===== src/rtl/ecf_pkg.sv =====
// Package for the elevation cell fusion block: payload structs, constants,
// controller/datapath command and status types. No dependencies.
package ecf_pkg;

  localparam int unsigned VarW   = 48;
  localparam int unsigned PosW   = 32;
  localparam int unsigned CsW    = 20;
  localparam int unsigned NumW   = 98;   // product sum plus rounding term
  localparam int unsigned SumW   = 49;   // P + R
  localparam int unsigned CellsXDef = 256;
  localparam int unsigned CellsYDef = 256;

  localparam logic [VarW-1:0] VarMeasMin  = 48'd10995;
  localparam logic [VarW-1:0] VarOldFloor = 48'd110;
  localparam logic [VarW-1:0] VarNewFloor = 48'd10995;
  localparam logic [VarW-1:0] DefVarRst   = 48'd10995116278;
  localparam logic [CsW-1:0]  CellSizeRst = 20'd6554;

  localparam logic CfgDefVar   = 1'b0;
  localparam logic CfgCellSize = 1'b1;

  typedef struct packed {
    logic signed [31:0] pos_x;
    logic signed [31:0] pos_y;
    logic signed [31:0] height;
    logic [47:0]        meas_variance;
    logic               variance_ok;
  } ecf_in_t;

  typedef struct packed {
    logic               inside_res;
    logic [7:0]         cell_col;
    logic [7:0]         cell_row;
    logic signed [31:0] fused_height;
    logic [47:0]        fused_variance;
    logic               first_hit;
  } ecf_out_t;

  // Datapath commands from the controller
  typedef struct packed {
    logic load;       // capture input item
    logic idx_start;  // start index divisions
    logic rd;         // issue memory read
    logic mul_step;   // advance product accumulation
    logic div_start;  // start variance/mean divisions
    logic commit;     // write cell and build result
  } ecf_cmd_t;

  typedef struct packed {
    logic idx_done;
    logic in_grid;
    logic valid_hit;
    logic mul_done;
    logic div_done;
  } ecf_sts_t;

endpackage


===== src/rtl/ecf_ctrl.sv =====
// Controller FSM of the elevation cell fusion block.
// Depends on ecf_pkg.
module ecf_ctrl
  import ecf_pkg::*;
(
  input  logic     clk_i,
  input  logic     rst_ni,
  input  logic     in_valid_i,
  output logic     in_ready_o,
  input  logic     out_busy_i,
  output logic     out_push_o,
  output ecf_cmd_t cmd_o,
  input  ecf_sts_t sts_i
);

  localparam logic [2:0] StIdle = 3'd0;
  localparam logic [2:0] StIdx  = 3'd1;
  localparam logic [2:0] StRd   = 3'd2;
  localparam logic [2:0] StMul  = 3'd3;
  localparam logic [2:0] StDiv  = 3'd4;
  localparam logic [2:0] StOut  = 3'd5;
  localparam logic [2:0] StChk  = 3'd6;

  logic [2:0] state_q, state_d;

  always_comb begin
    state_d    = state_q;
    cmd_o      = '0;
    in_ready_o = 1'b0;
    out_push_o = 1'b0;
    unique case (state_q)
      StIdle: begin
        in_ready_o = 1'b1;
        if (in_valid_i) begin
          cmd_o.load = 1'b1;
          state_d    = StIdx;
        end
      end
      StIdx: begin
        cmd_o.idx_start = 1'b1;
        state_d         = StChk;
      end
      StChk: begin
        if (sts_i.idx_done) begin
          if (sts_i.in_grid) begin
            cmd_o.rd = 1'b1;
            state_d  = StRd;
          end else begin
            state_d = StOut;
          end
        end
      end
      StRd: begin
        if (sts_i.valid_hit) begin
          cmd_o.mul_step = 1'b1;
          state_d        = StMul;
        end else begin
          state_d = StOut;
        end
      end
      StMul: begin
        cmd_o.mul_step = 1'b1;
        if (sts_i.mul_done) begin
          cmd_o.mul_step  = 1'b0;
          cmd_o.div_start = 1'b1;
          state_d         = StDiv;
        end
      end
      StDiv: begin
        if (sts_i.div_done) state_d = StOut;
      end
      StOut: begin
        if (!out_busy_i) begin
          cmd_o.commit = 1'b1;
          out_push_o   = 1'b1;
          state_d      = StIdle;
        end
      end
      default: state_d = StIdle;
    endcase
  end

  always_ff @(posedge clk_i or negedge rst_ni) begin
    if (!rst_ni) state_q <= StIdle;
    else         state_q <= state_d;
  end

endmodule


===== config.mk =====
export PLATFORM = sky130hd
export DESIGN_NAME = ecf_ctrl
export DESIGN_NICKNAME = d
export VERILOG_FILES = /design/src/rtl/ecf_pkg.sv /design/src/rtl/ecf_ctrl.sv
export SDC_FILE = /design/constraint.sdc
export NUM_CORES = 1
export LEC_CHECK = 0
export BUFFER_PORTS_ARGS = -buffer_cell sky130_fd_sc_hd__buf_2
export CORE_AREA = 4 4 41 43
export CTS_CLUSTER_SIZE = 24
export DETAILED_ROUTE_END_ITERATION = 16
export DIE_AREA = 0 0 45 47
export SLEW_MARGIN = 20
export SYNTH_ARGS = -nofsm -noshare
export SYNTH_HDL_FRONTEND = slang
export SYNTH_SLANG_ARGS = --single-unit

===== constraint.sdc =====
create_clock -name clk_i -period 2.2 [get_ports clk_i]
set_input_delay 0.44 -clock clk_i [delete_from_list [all_inputs] [get_ports clk_i]]
set_output_delay 0.44 -clock clk_i [all_outputs]
set_load 0.1 [all_outputs]

==> results.cfg <==
[grt]
grt_pass1_wl_mm = 1.173
grt_use_total_pct = 7.924
grt_pass1_vias = 307
grt.overflow.total = 0
grt_antenna_before_repair = 0
grt_max_degree = 15

[route]
drc = 0
post_drt_wl_per_cell_um = 11.59
totalWireLength_um = 811
via_count = 330
drt-initial-drc-count = 2
viasPerCell = 4.714
ant_nets = 0
dr.pass1.iters = 3

[finish]
fillers = 146
largest-register = state_q
final_cells = 70
antenna_cells = 0
largest_registers = state_q x3
nNetsFinal = 65
area_growth_pct = 54.78
largest_reg_flops = 3
drive_gt1_share_pct = 50.91

[clocking]
clk_path_buf_depth = 2
root_buffer = clkbuf_4
cts_sinks = 3
cts_tree = done
h-tree-depth = 1
insertion_delay_ns = 0.23
cts_buffers = 3
clkSlewWorstSetupHoldPaths_ns = 0.04

[flow_run]
cap_violations = 0

[timing]
relSlewSlack_pct = 63.77
finalClockSkew_ns = 0.0002355
finalMaxSlewViolations = 0
hold_viol = 0
post-route-period-util_pct = 99.24
setup_viol = 0
fmax_mhz = 458.0
period_needed_ns = 2.183
tightest_slew_ns = 0.5435
rsz0062_at_grt = true

[placed_design]
place_hpwl_um = 648.3
place.gp.congestion = 0.7076
placement.io_buffers = 16
dp.cells = 65

[worst_setup_path]
cp.required_ns = 1.76
path_max_fanout = 11
reg2reg_from = state_q[1]
rr_worst_depth = 4
crit_family = buffers and inverters
critPathSlowestCell = dfrtp_1
rr_endpoint = state_q[2]
crit_type = reg2out
cp_cell_sequence = inv_1 > nor4b_4 > buf_2
cp_data_arrival_time_ns = 1.74
r2r_setup_slack_ns = 0.48
end_kind = output pin
max_stage_delay_ns = 0.56
critPathBufInv = 2
startpoint_type = flop

[floorplanning]
die_w_um = 45
die_h_um = 47
initial_utilization_pct = 22.12
core_um2 = 1301
pin_count = 17
die-area_um2 = 2115
rows = 13

[outcome]
status = complete, no violations

[synth]
netlist_instances = 38
synth_top_cell_by_area = dfrtp_1
yosys.area.top_type_share_pct = 26.09
synth.yosys.seq_area_share_pct = 26.09
async_reset_ff_share_pct = 100.0
yosysWarnings = 0
synth_edf_count = 0
synthTopCellsByArea = dfrtp_1, a21oi_1, buf_2
syn_avg_cell_area_um2 = 7.573
synth_ff_type = dfrtp_1
synth.distinct_cells = 23
synth_fp_nets = 47
synth_most_common_cell = nand2_1
syn-cell-area_um2 = 287.8
ys_seq_elements = 3

[min_path]
min_path_type = in2async
==> per-stage QoR <==
stage                     instance area, um2  hold WS, ns  setup WS (ns)  TNS (ns)  util [%]
final                                  445.4       0.5335        0.01663         0     34.23
after global routing                   445.4       0.5379       -0.07237   -0.1436     34.23
after CTS                              444.2       0.5215        0.01134         0     34.13
after detailed placement               407.9       0.2366         0.2657         0     31.35
after global placement                 407.9       0.2359         0.3313         0     31.35
after floorplan                        344.1       0.1444        -0.2879   -0.6327         -
==> layout by cell type, fill, tap and decap left out, types with 2 or more instances in the layout <==
cell	n
clkbuf_4	3
dfrtp_1	2
nand2_1	4
nand3_1	2
nor2_2	2
nor2b_1	2
a21oi_1	3
buf_2	16
==> metal layers <==
layer | vias up | GRT usage (%) | routed length, um
met5 | - | 0 | 0
met2 | 12 | 11.02 | 424
met3 | 4 | 1.149 | 32
met1 | 143 | 8.945 | 320
li1 | 171 | - | -
met4 | 0 | 11.11 | 34
==> worst max-delay path by stage <==
| stage | start | to | slack [ns] | cells after the start |
|---|---|---|---|---|
| after floorplan | state_q[1] | cmd_o[0] | -0.29 | 3 |
| after global placement | state_q[2] | cmd_o[3] | 0.33 | 3 |
| after detailed placement | state_q[0] | cmd_o[0] | 0.27 | 3 |
| after CTS | state_q[0] | cmd_o[0] | 0.01 | 3 |
| after global routing | state_q[0] | out_push_o | -0.07 | 3 |
| final | state_q[0] | out_push_o | 0.02 | 3 |
==> area by class of cell <==
cell class / instances / area (um2) / share of cell area, %
multi-input cells: 30 / 230.2 / 51.69
repair buffers: 17 / 90.09 / 20.22
flip-flops and latches: 3 / 76.32 / 17.13
clock buffers: 4 / 26.28 / 5.899
well taps: 15 / 18.77 / 4.213
inverters: 1 / 3.754 / 0.8427
==> logic make-up (layout without fill, tap and decap cells) <==
logic type             Yosys count  after routing  share of synthesized area (%)
AO/OA/AOI/OAI                    9              9                          21.30
buffers and inverters            5             22                          9.129
flip-flops                       3              3                          26.09
multiplexers                     1              1                          3.913
AND/OR/NAND/NOR                 20             20                          39.57
==> repair_timing <==
action                     in CTS  in global routing
setup buffers                   0                  0
hold endpoints to repair        3                  0
setup endpoints to repair       0                  3
gates resized for setup         0                  1
hold buffers                    1                  0
Power is not shown: default switching activity piles up to over one toggle a cycle in this logic, so the estimate is an artifact.
